$ cat src/sv/parity_keyed_sorter_assert.svh
// Assertion macros for the parity keyed sorter.
// Each macro expects clk and rst_n to be visible where it is used.
`ifndef PARITY_KEYED_SORTER_ASSERT_SVH
`define PARITY_KEYED_SORTER_ASSERT_SVH

// The consequent must hold in the same cycle as the antecedent.
`define PKS_ASSERT_IMPLY(label, ante, cons, msg) \
    label: assert property (@(posedge clk) disable iff (!rst_n) (ante) |-> (cons)) \
        else $error(msg);

// The consequent must hold in the cycle after the antecedent.
`define PKS_ASSERT_NEXT(label, ante, cons, msg) \
    label: assert property (@(posedge clk) disable iff (!rst_n) (ante) |=> (cons)) \
        else $error(msg);

`endif

$ cat src/sv/pks_pkg.sv
// Package for the parity keyed sorter: default sizes, control types, states.
// No dependencies.
package pks_pkg;

    localparam int PKS_CAPACITY   = 16;
    localparam int PKS_DATA_WIDTH = 32;

    // Per-cycle command broadcast to every cell of the chain.
    typedef struct packed {
        logic load;   // insert the incoming word into the sorted row
        logic shift;  // move every word one cell toward the output
    } cell_ctrl_t;

    typedef enum logic [1:0] {
        ST_LOAD  = 2'b01,
        ST_DRAIN = 2'b10
    } state_t;

endpackage

$ cat src/sv/pks_if.sv
// Handshake channels of the parity keyed sorter: input words and sorted results.
// Depends on pks_pkg for the default data width.
interface pks_in_if
    import pks_pkg::*;
#(
    parameter int DATA_WIDTH = PKS_DATA_WIDTH
);
    logic                  valid;
    logic                  ready;
    logic [DATA_WIDTH-1:0] value;
    logic                  last_in;

    modport source (output valid, output value, output last_in, input ready);
    modport sink   (input valid, input value, input last_in, output ready);
endinterface

interface pks_out_if
    import pks_pkg::*;
#(
    parameter int DATA_WIDTH = PKS_DATA_WIDTH
);
    logic                  valid;
    logic                  ready;
    logic [DATA_WIDTH-1:0] sorted_value;
    logic                  last_out;
    logic                  overflow;

    modport source (output valid, output sorted_value, output last_out, output overflow,
                    input ready);
    modport sink   (input valid, input sorted_value, input last_out, input overflow,
                    output ready);
endinterface

$ cat src/sv/pks_cell.sv
// One cell of the sorting chain: holds one word and its valid bit.
// Depends on pks_pkg for cell_ctrl_t.
module pks_cell
    import pks_pkg::*;
#(
    parameter int DATA_WIDTH = PKS_DATA_WIDTH
)
(
    input  logic                  clk,
    input  logic                  rst_n,
    input  cell_ctrl_t            ctrl,
    input  logic [DATA_WIDTH-1:0] new_data,
    input  logic                  left_valid,
    input  logic                  left_ins,
    input  logic [DATA_WIDTH-1:0] left_data,
    input  logic                  right_valid,
    input  logic [DATA_WIDTH-1:0] right_data,
    output logic                  valid,
    output logic                  ins,
    output logic [DATA_WIDTH-1:0] data
);

    logic                  valid_reg;
    logic                  valid_next;
    logic [DATA_WIDTH-1:0] data_reg;
    logic [DATA_WIDTH-1:0] data_next;
    logic                  new_first;

    // Even words come before odd words; within one parity, ascending signed order.
    always_comb
    begin
        if (new_data[0] != data_reg[0])
        begin
            new_first = !new_data[0];
        end
        else
        begin
            new_first = $signed(new_data) < $signed(data_reg);
        end
    end

    assign ins = !valid_reg || new_first;

    always_comb
    begin
        valid_next = valid_reg;
        data_next  = data_reg;
        priority if (ctrl.shift)
        begin
            valid_next = right_valid;
            data_next  = right_data;
        end
        else if (ctrl.load && ins)
        begin
            valid_next = valid_reg || left_valid;
            data_next  = left_ins ? left_data : new_data;
        end
        else
        begin
            valid_next = valid_reg;
            data_next  = data_reg;
        end
    end

    always_ff @(posedge clk or negedge rst_n)
    begin
        if (!rst_n)
        begin
            valid_reg <= 1'b0;
        end
        else
        begin
            valid_reg <= valid_next;
        end
    end

    always_ff @(posedge clk)
    begin
        data_reg <= data_next;
    end

    assign valid = valid_reg;
    assign data  = data_reg;

endmodule

$ cat src/sv/parity_keyed_sorter.sv
// Parity keyed sorter: top level with the cell chain and its load/drain control.
// Depends on pks_pkg, pks_if, pks_cell and parity_keyed_sorter_assert.svh.
// Loading takes one word per cycle; each accepted word that finds the row not full
// is placed in the sorted row in the cycle it is accepted. The first result is offered
// in the cycle after the word marked last is accepted, then one result per cycle while
// the sink takes them. No word is accepted while a set drains. Reset clears the cell
// valid bits, state and overflow flag at once.
`include "parity_keyed_sorter_assert.svh"

module parity_keyed_sorter
    import pks_pkg::*;
#(
    parameter int CAPACITY   = PKS_CAPACITY,
    parameter int DATA_WIDTH = PKS_DATA_WIDTH
)
(
    input  logic      clk,
    input  logic      rst_n,
    pks_in_if.sink    in_ch,
    pks_out_if.source out_ch
);

    // The row of cells holds the current set in sorted order, cell 0 at the head.
    // Valid cells always form a prefix of the row, so the last cell's valid bit
    // doubles as the "store full" flag and no separate counter is needed.
    state_t                state_reg;
    state_t                state_next;
    logic                  overflow_reg;
    logic                  overflow_next;
    cell_ctrl_t            ctrl;
    logic                  in_fire;
    logic                  out_fire;
    logic                  full;
    logic                  valid_prefix_ok;
    logic [CAPACITY-1:0]   valid_vec;
    logic [CAPACITY-1:0]   ins_vec;
    logic [DATA_WIDTH-1:0] cell_data [CAPACITY];

    assign full     = valid_vec[CAPACITY-1];
    assign in_fire  = in_ch.valid && in_ch.ready;
    assign out_fire = out_ch.valid && out_ch.ready;

    // A word that arrives with the row full is dropped, as the set is truncated.
    assign ctrl.load  = in_fire && !full;
    assign ctrl.shift = out_fire;

    genvar i;
    generate
        for (i = 0; i < CAPACITY; i++)
        begin : g_cell
            logic                  left_valid;
            logic                  left_ins;
            logic [DATA_WIDTH-1:0] left_data;
            logic                  right_valid;
            logic [DATA_WIDTH-1:0] right_data;

            // The head cell sees a valid, non-displaced neighbor on its left so that
            // it takes the incoming word whenever that word belongs in front.
            if (i == 0)
            begin : g_head
                assign left_valid = 1'b1;
                assign left_ins   = 1'b0;
                assign left_data  = '0;
            end
            else
            begin : g_body
                assign left_valid = valid_vec[i-1];
                assign left_ins   = ins_vec[i-1];
                assign left_data  = cell_data[i-1];
            end

            if (i == CAPACITY - 1)
            begin : g_tail
                assign right_valid = 1'b0;
                assign right_data  = '0;
            end
            else
            begin : g_next
                assign right_valid = valid_vec[i+1];
                assign right_data  = cell_data[i+1];
            end

            pks_cell #(
                .DATA_WIDTH (DATA_WIDTH)
            ) u_cell (
                .clk         (clk),
                .rst_n       (rst_n),
                .ctrl        (ctrl),
                .new_data    (in_ch.value),
                .left_valid  (left_valid),
                .left_ins    (left_ins),
                .left_data   (left_data),
                .right_valid (right_valid),
                .right_data  (right_data),
                .valid       (valid_vec[i]),
                .ins         (ins_vec[i]),
                .data        (cell_data[i])
            );
        end
    endgenerate

    // Control: collect words until the one marked last, then drain the row.
    always_comb
    begin
        state_next    = state_reg;
        overflow_next = overflow_reg;
        unique case (state_reg)
            ST_LOAD:
            begin
                if (in_fire)
                begin
                    if (full)
                    begin
                        overflow_next = 1'b1;
                    end
                    if (in_ch.last_in)
                    begin
                        state_next = ST_DRAIN;
                    end
                end
            end
            ST_DRAIN:
            begin
                if (out_fire && out_ch.last_out)
                begin
                    state_next    = ST_LOAD;
                    overflow_next = 1'b0;
                end
            end
            default:
            begin
                state_next    = ST_LOAD;
                overflow_next = 1'b0;
            end
        endcase
    end

    always_ff @(posedge clk or negedge rst_n)
    begin
        if (!rst_n)
        begin
            state_reg    <= ST_LOAD;
            overflow_reg <= 1'b0;
        end
        else
        begin
            state_reg    <= state_next;
            overflow_reg <= overflow_next;
        end
    end

    // Results come straight from the head cell, which is itself a register.
    // The final word of the set is the one with no valid word behind it.
    assign in_ch.ready         = (state_reg == ST_LOAD);
    assign out_ch.valid        = (state_reg == ST_DRAIN) && valid_vec[0];
    assign out_ch.sorted_value = cell_data[0];
    assign out_ch.last_out     = !valid_vec[1];
    assign out_ch.overflow     = overflow_reg;

    assign valid_prefix_ok = ((valid_vec + CAPACITY'(1)) & valid_vec) == '0;

    `PKS_ASSERT_IMPLY(a_no_overlap, in_ch.ready, !out_ch.valid,
                      "input accepted while results are offered")
    `PKS_ASSERT_NEXT(a_drain_starts, in_fire && in_ch.last_in, out_ch.valid,
                     "no result offered after the closing word")
    `PKS_ASSERT_NEXT(a_overflow_set, in_fire && full && !in_ch.last_in, overflow_reg,
                     "word dropped on a full row without raising overflow")
    `PKS_ASSERT_NEXT(a_empty_after_set, out_fire && out_ch.last_out,
                     in_ch.ready && !valid_vec[0],
                     "row not empty after the final result")
    `PKS_ASSERT_IMPLY(a_valid_prefix, 1'b1, valid_prefix_ok,
                      "valid cells do not form a prefix of the row")

endmodule
$ cat src/flat_wrapper.sv
// flat-port wrapper written by rule: the top's interface ports become plain ports
module parity_keyed_sorter_flat import pks_pkg::*;
#(
    parameter int CAPACITY   = PKS_CAPACITY,
    parameter int DATA_WIDTH = PKS_DATA_WIDTH
)
  (clk, rst_n, in_ch_valid, in_ch_value, in_ch_last_in, in_ch_ready, out_ch_valid, out_ch_sorted_value, out_ch_last_out, out_ch_overflow, out_ch_ready);
  pks_in_if #(.DATA_WIDTH(DATA_WIDTH)) in_ch_i ();
  pks_out_if #(.DATA_WIDTH(DATA_WIDTH)) out_ch_i ();
  input  logic clk;
  input  logic rst_n;
  input wire logic [$bits(in_ch_i.valid)-1:0] in_ch_valid;
  input wire logic [$bits(in_ch_i.value)-1:0] in_ch_value;
  input wire logic [$bits(in_ch_i.last_in)-1:0] in_ch_last_in;
  output wire logic [$bits(in_ch_i.ready)-1:0] in_ch_ready;
  output wire logic [$bits(out_ch_i.valid)-1:0] out_ch_valid;
  output wire logic [$bits(out_ch_i.sorted_value)-1:0] out_ch_sorted_value;
  output wire logic [$bits(out_ch_i.last_out)-1:0] out_ch_last_out;
  output wire logic [$bits(out_ch_i.overflow)-1:0] out_ch_overflow;
  input wire logic [$bits(out_ch_i.ready)-1:0] out_ch_ready;
  assign in_ch_i.valid = in_ch_valid;
  assign in_ch_i.value = in_ch_value;
  assign in_ch_i.last_in = in_ch_last_in;
  assign in_ch_ready = in_ch_i.ready;
  assign out_ch_valid = out_ch_i.valid;
  assign out_ch_sorted_value = out_ch_i.sorted_value;
  assign out_ch_last_out = out_ch_i.last_out;
  assign out_ch_overflow = out_ch_i.overflow;
  assign out_ch_i.ready = out_ch_ready;
  parity_keyed_sorter #(.CAPACITY(CAPACITY), .DATA_WIDTH(DATA_WIDTH)) u_core (.clk(clk), .rst_n(rst_n), .in_ch(in_ch_i), .out_ch(out_ch_i));
endmodule
$ cat config.mk
export PLATFORM = sky130hd
export DESIGN_NAME = parity_keyed_sorter_flat
export DESIGN_NICKNAME = d
export VERILOG_FILES = /design/src/sv/pks_pkg.sv /design/src/sv/pks_if.sv /design/src/sv/pks_cell.sv /design/src/sv/parity_keyed_sorter.sv /design/src/flat_wrapper.sv
export VERILOG_INCLUDE_DIRS = /design/src /design/src/sv
export SDC_FILE = /design/constraint.sdc
export NUM_CORES = 2
export LEC_CHECK = 0
export BUFFER_PORTS_ARGS = -buffer_cell sky130_fd_sc_hd__buf_2
export CORE_MARGIN = 1
export CORE_UTILIZATION = 46
export CTS_BUF_LIST = sky130_fd_sc_hd__clkbuf_8
export CTS_CLUSTER_DIAMETER = 30
export CTS_CLUSTER_SIZE = 8
export DETAILED_ROUTE_END_ITERATION = 8
export GPL_TIMING_DRIVEN = 0
export PLACE_DENSITY_LB_ADDON = 0.1
export SKIP_LAST_GASP = 1
export SLEW_MARGIN = 25
export SYNTH_ARGS = -nofsm -noshare
export SYNTH_HDL_FRONTEND = slang
export SYNTH_SLANG_ARGS = --single-unit
export TNS_END_PERCENT = 100
$ cat constraint.sdc
create_clock -name clk -period 12.05 [get_ports clk]
set_clock_uncertainty 0.15 [all_clocks]
set_input_delay 0 -clock clk [delete_from_list [all_inputs] [get_ports clk]]
set_output_delay 0 -clock clk [all_outputs]
set_load 0.01 [all_outputs]
## After elaboration in Yosys (flattened, before gate mapping)

Index checks and enable logic that the tools add are counted.

- Bits in registers: 531
- Input bits: 37
- Output and inout bits: 36
- Word-level logic and storage cells: 260

- Order comparisons: 16
- Equal/unequal tests: 22
- Mux-type cells: 101
- Reductions and logical operators: 87

Operators with widths:

| kind | number |
|---|---|
| $mux W32 | 45 |
| $lt A32 B32 Y1 | 16 |
| $mux W1 | 51 |
| $reduce_bool A2 Y1 | 16 |
| $logic_or A1 B1 Y1 | 31 |
| $logic_and A1 B1 Y1 | 21 |
| $logic_not A1 Y1 | 17 |
| $ne A1 B1 Y1 | 16 |
| $mux W2 | 3 |
| $ne A2 B2 Y1 const B | 3 |
| $reduce_and A3 Y1 | 2 |
| $pmux W2 S2 | 1 |
| $eq A2 B1 Y1 const B | 1 |
| $eq A2 B2 Y1 const B | 1 |
| $ne A2 B1 Y1 const B | 1 |
| $pmux W1 S2 | 1 |

## Longest topological paths before layout

- Depth after elaboration: 6
- Mapped depth: 13
- Gate-level depth less buffers: 10

## By module

From an unflattened synthesis, not the netlist that was laid out.

- Cell total of the unflattened synthesis: 4195
- Area, all modules: 40112.2 um^2

By module, submodules not included:

| module | instances | cells each | area each (um^2) | sequential area each (um^2) |
|---|---|---|---|---|
| pks_cell | 16 | 261 | 2494.9 | 985.9 |
| parity_keyed_sorter | 1 | 19 | 193.9 | 76.3 |

## Worst setup path before layout

Ideal clock, no wire load.

- Kind: reg-to-reg
- From: register u_core.g_cell[11].u_cell.data_reg[31]
- To: register u_core.g_cell[11].u_cell.data_reg[0] (enable)
- Library setup time: 0.466 ns
- Arrival time: 4.739 ns
- Data required time: 11.434 ns
- Slack: 6.696 ns
- Stages on the path, launching flop included: 11
- Buffers on the path: 1
- Clock period less this slack: 5.354 ns
- Path through: edfxtp_1 -> inv_1 -> ha_1 -> nand4_1 -> or3_1 -> or4_1 -> a31oi_2 -> or3_1 -> a311oi_4 -> buf_6 -> o21ai_0

- Word-level cells in the longest chain between the ends: 5

RTL lines:

| item | line | RTL |
|---|---|---|
| start, declared | pks_cell.sv:25 | `logic [DATA_WIDTH-1:0] data_reg;` |
| start signal, assigned | pks_cell.sv:79 | `data_reg <= data_next;` |
| $lt A32 B32 Y1 | pks_cell.sv:38 | `new_first = $signed(new_data) < $signed(data_reg);` |
| $mux W1 | pks_cell.sv:32 | `if (new_data[0] != data_reg[0])` |
| $logic_or A1 B1 Y1 | pks_cell.sv:42 | `assign ins = !valid_reg \|\| new_first;` |
| $logic_and A1 B1 Y1 | pks_cell.sv:53 | `else if (ctrl.load && ins)` |
| $reduce_bool A2 Y1 (no line) | n/a |  |

Every way passes these cells.
A chain may end at the register's enable or synchronous reset.

## Final worst setup path

- From: register u_core.state_reg[0]
- To: register u_core.g_cell[1].u_cell.data_reg[2] (enable)

- Word-level cells in the longest chain between the ends: 5
- Elaborated cells between the ends (all ways): 8
- Classes of those cells: 2 x eq/ne; 6 x reduce/logical

RTL lines:

| item | line | RTL |
|---|---|---|
| start, declared | parity_keyed_sorter.sv:26 | `state_t state_reg;` |
| start signal, assigned | parity_keyed_sorter.sv:147 | `state_reg <= state_next;` |
| $eq A2 B1 Y1 | parity_keyed_sorter.sv:154 | `assign in_ch.ready = (state_reg == ST_LOAD);` |
| $logic_and A1 B1 Y1 | parity_keyed_sorter.sv:40 | `assign in_fire = in_ch.valid && in_ch.ready;` |
| $logic_and A1 B1 Y1 | parity_keyed_sorter.sv:44 | `assign ctrl.load = in_fire && !full;` |
| $logic_and A1 B1 Y1 | pks_cell.sv:53 |  |
| $reduce_bool A2 Y1 (no line) (*) | n/a |  |
| end signal, assigned | pks_cell.sv:79 |  |
| end, declared | pks_cell.sv:25 |  |

Mark *: on every way between the ends. The rest lies on a longest branch, timed or not.

==> results.sh <==
export IMPL_post_route_period_util_pct=47.2
export IMPL_worst_hold_path_type="in2async"
export IMPL_vias=32200
export IMPL_status="complete, no violations"
export IMPL_dieWidth_microns=291
export IMPL_post_drt_wl_per_cell_microns=24.3
export IMPL_yosys_warnings=0
export IMPL_placed_cell_area_sq_mm=0.0406
export IMPL_row_count=105
export IMPL_rsz0062_at_grt="false"
export IMPL_hold_violations=0
export IMPL_cts_made_buffers=155
export IMPL_max_freq_mhz=176
export IMPL_netlist_instances=3953
export IMPL_postRouteAntennaNets=0
export IMPL_critPathMaxFanout=17
export IMPL_ys_ff_latch=531
export IMPL_netlist_area_sq_mm=0.0384
export IMPL_slew_violations=0
export IMPL_worstSetupPathType="reg2reg"
export IMPL_ys_seq_area_share_pct=40.5
export IMPL_mostFrequentLayoutCell="inv_1"
export IMPL_ys_types=70
export IMPL_cts_resized=0
export IMPL_dominantRegCellSynth="edfxtp_1"
export IMPL_regToRegSetupSlack_ns=6.36
export IMPL_clock_latency_ns=0.81
export IMPL_htreeDepth=4
export IMPL_overflow=0
export IMPL_synth_area_top_cells="edfxtp_1, ha_1, mux2i_1, inv_1, nand2_1"
export IMPL_grt_start_max_net_pins=33
export IMPL_initial_core_util_pct=46.6
export IMPL_power_mw=7.55
export IMPL_synth_area_leader_cell="edfxtp_1"
export IMPL_post_route_drc_count=0
export IMPL_arrival_ns=6.04
export IMPL_endpoint_kind="flip-flop"
export IMPL_reg2regPathDepth=9
export IMPL_drt_iter0_drc=3020
export IMPL_clock_root_buffer="clkbuf_8"
export IMPL_cts_reportedPaths_clkPinSlew_ns=0.05
export IMPL_synth_edf_count=480
export IMPL_final_nets=4755
export IMPL_synth_avg_cell_area_sq_um=9.71
export IMPL_cp_required_ns=12.40
export IMPL_synth_fp_nets=4470
export IMPL_fin_crit_ns=5.69
export IMPL_cp_start_kind="flip-flop"
export IMPL_final_layout_size_suffix_gt1_share_pct=10.2
export IMPL_syn_to_final_growth_pct=15.5
export IMPL_core_area_sq_mm=0.0824
export IMPL_clock_path_buffers=3
export IMPL_largest_register_ffs=512
export IMPL_die_h_microns=291
export IMPL_place_gp_congestion=0.924
export IMPL_die_area_sq_mm=0.0846
export IMPL_post_dp_hpwl_mm=104
export IMPL_finalSetupViolCount=0
export IMPL_cts_tree="built"
export IMPL_power_leakage_nw=19.7
export IMPL_max_cap_violations=0
export IMPL_viasPerCell=5.93
export IMPL_power_density_mw_per_mm2=170
export IMPL_grt_pass1_vias=31500
export IMPL_routed_wl_mm=132
export IMPL_fin_setup_tns_ns=0
export IMPL_synthArstFlopShare_pct=3.58
export IMPL_antenna_found_initial=1
export IMPL_final_cell_area_sq_mm=0.0443
export IMPL_drtPass1Iterations=6
export IMPL_fin_util_pct=53.8
export IMPL_tightest_slew_ns=1.10
export IMPL_grt_pass1_wl_mm=196
export IMPL_port_buffers=72
export IMPL_slew_headroom_pct=26.4
export IMPL_max_vdd_ir_drop_mv=0.104
export IMPL_layout_common_cells="inv_1, nand2_1, ha_1, edfxtp_1, mux2i_1"
export IMPL_cts_sinks=531
export IMPL_yosysTopAreaCellShare_pct=37.6
export IMPL_grt_total_usage_pct=30.8
export IMPL_io_pin_count=73
## metrics by stage
step,hold WS [ns],setup WS (ns),std cells
after floorplan,-0.446,6.70,3953
after global placement,-0.104,3.92,5095
after detailed placement,-0.104,6.46,5109
after CTS,0.0221,6.46,5434
after global routing,0.0952,6.32,5435
final,0.0949,6.36,5435
## cell families after synthesis
| logic type | synth area share [%] |
|---|---|
| adders and majority gates | 15.6 |
| buffers and inverters | 7.36 |
| and+or+nand+nor | 10.3 |
| DFF | 40.5 |
| AOI/OAI and AO/OA | 18.8 |
| muxes | 7.43 |
| xor gates and xnor gates | 0.0457 |
## area by class of cell
cell class / count / area (sq um)
diodes: 1 / 2.50
plain buffers: 223 / 977
clock buffers: 171 / 2350
clock inverters: 112 / 913
fillers: 7590 / 38100
inverters: 493 / 1850
multi-input cells: 2706 / 20200
flip-flops and latches: 531 / 15500
well taps: 1070 / 1340
repair buffers: 128 / 1180
## power by group
| group | switching, mW | leakage (nW) | total [mW] | internal [mW] |
|---|---|---|---|---|
| registers | 0.174 | 4.82 | 2.60 | 2.43 |
| logic | 1.38 | 13.1 | 2.29 | 0.908 |
| clock network | 1.07 | 1.82 | 2.66 | 1.59 |
| total | 2.62 | 19.7 | 7.55 | 4.93 |
## timing repair
item | in CTS | in global routing
endpoints found under the hold margin | 155 | 0
setup buffers | 0 | 0
hold buffers | 42 | 0
## synth_stat cells (60+ instances only)
| master | n |
|---|---|
| o21ai_1 | 158 |
| nand4_1 | 80 |
| clkbuf_1 | 187 |
| a221o_1 | 63 |
| inv_1 | 493 |
| nor3_1 | 64 |
| o221a_2 | 60 |
| ha_1 | 480 |
| a21oi_1 | 269 |
| a22oi_1 | 63 |
| mux2i_1 | 285 |
| o21ai_0 | 203 |
| a21o_1 | 126 |
| edfxtp_1 | 480 |
| nand2_1 | 486 |
## critical path: stages, from the launching register on
cell	delay (ns)
dfstp_2	0.36
nor2b_1	0.69
and3_1	0.25
clkbuf_1	0.58
clkbuf_1	0.54
buf_1	0.68
clkbuf_1	0.75
nor2_1	0.47
nor2b_4	0.65
buf_16	0.24
## worst paths after layout
kind | startpoint | end
max | u_core.state_reg[0] | u_core.g_cell[1].u_cell.data[2]
min | rst_n | u_core.g_cell[0].u_cell.valid
max reg2reg | u_core.state_reg[0] | u_core.g_cell[1].u_cell.data[2]
min reg2reg | u_core.g_cell[15].u_cell.data[0] | u_core.g_cell[15].u_cell.data[0]
max in group asynchronous | rst_n | u_core.state_reg[0]
min in group clk | in_ch_value[1] | u_core.g_cell[13].u_cell.data[1]
## routing by layer
metal | vias up | wire length, microns | GRT usage, %
li1 | 15200 | - | -
met1 | 15600 | 59600 | 43.4
met2 | 1208 | 59700 | 48.3
met3 | 218 | 8870 | 4.45
met4 | 0 | 3860 | 10.4
met5 | - | 0 | 0
Note: power is estimated with default switching activity, not from simulation.
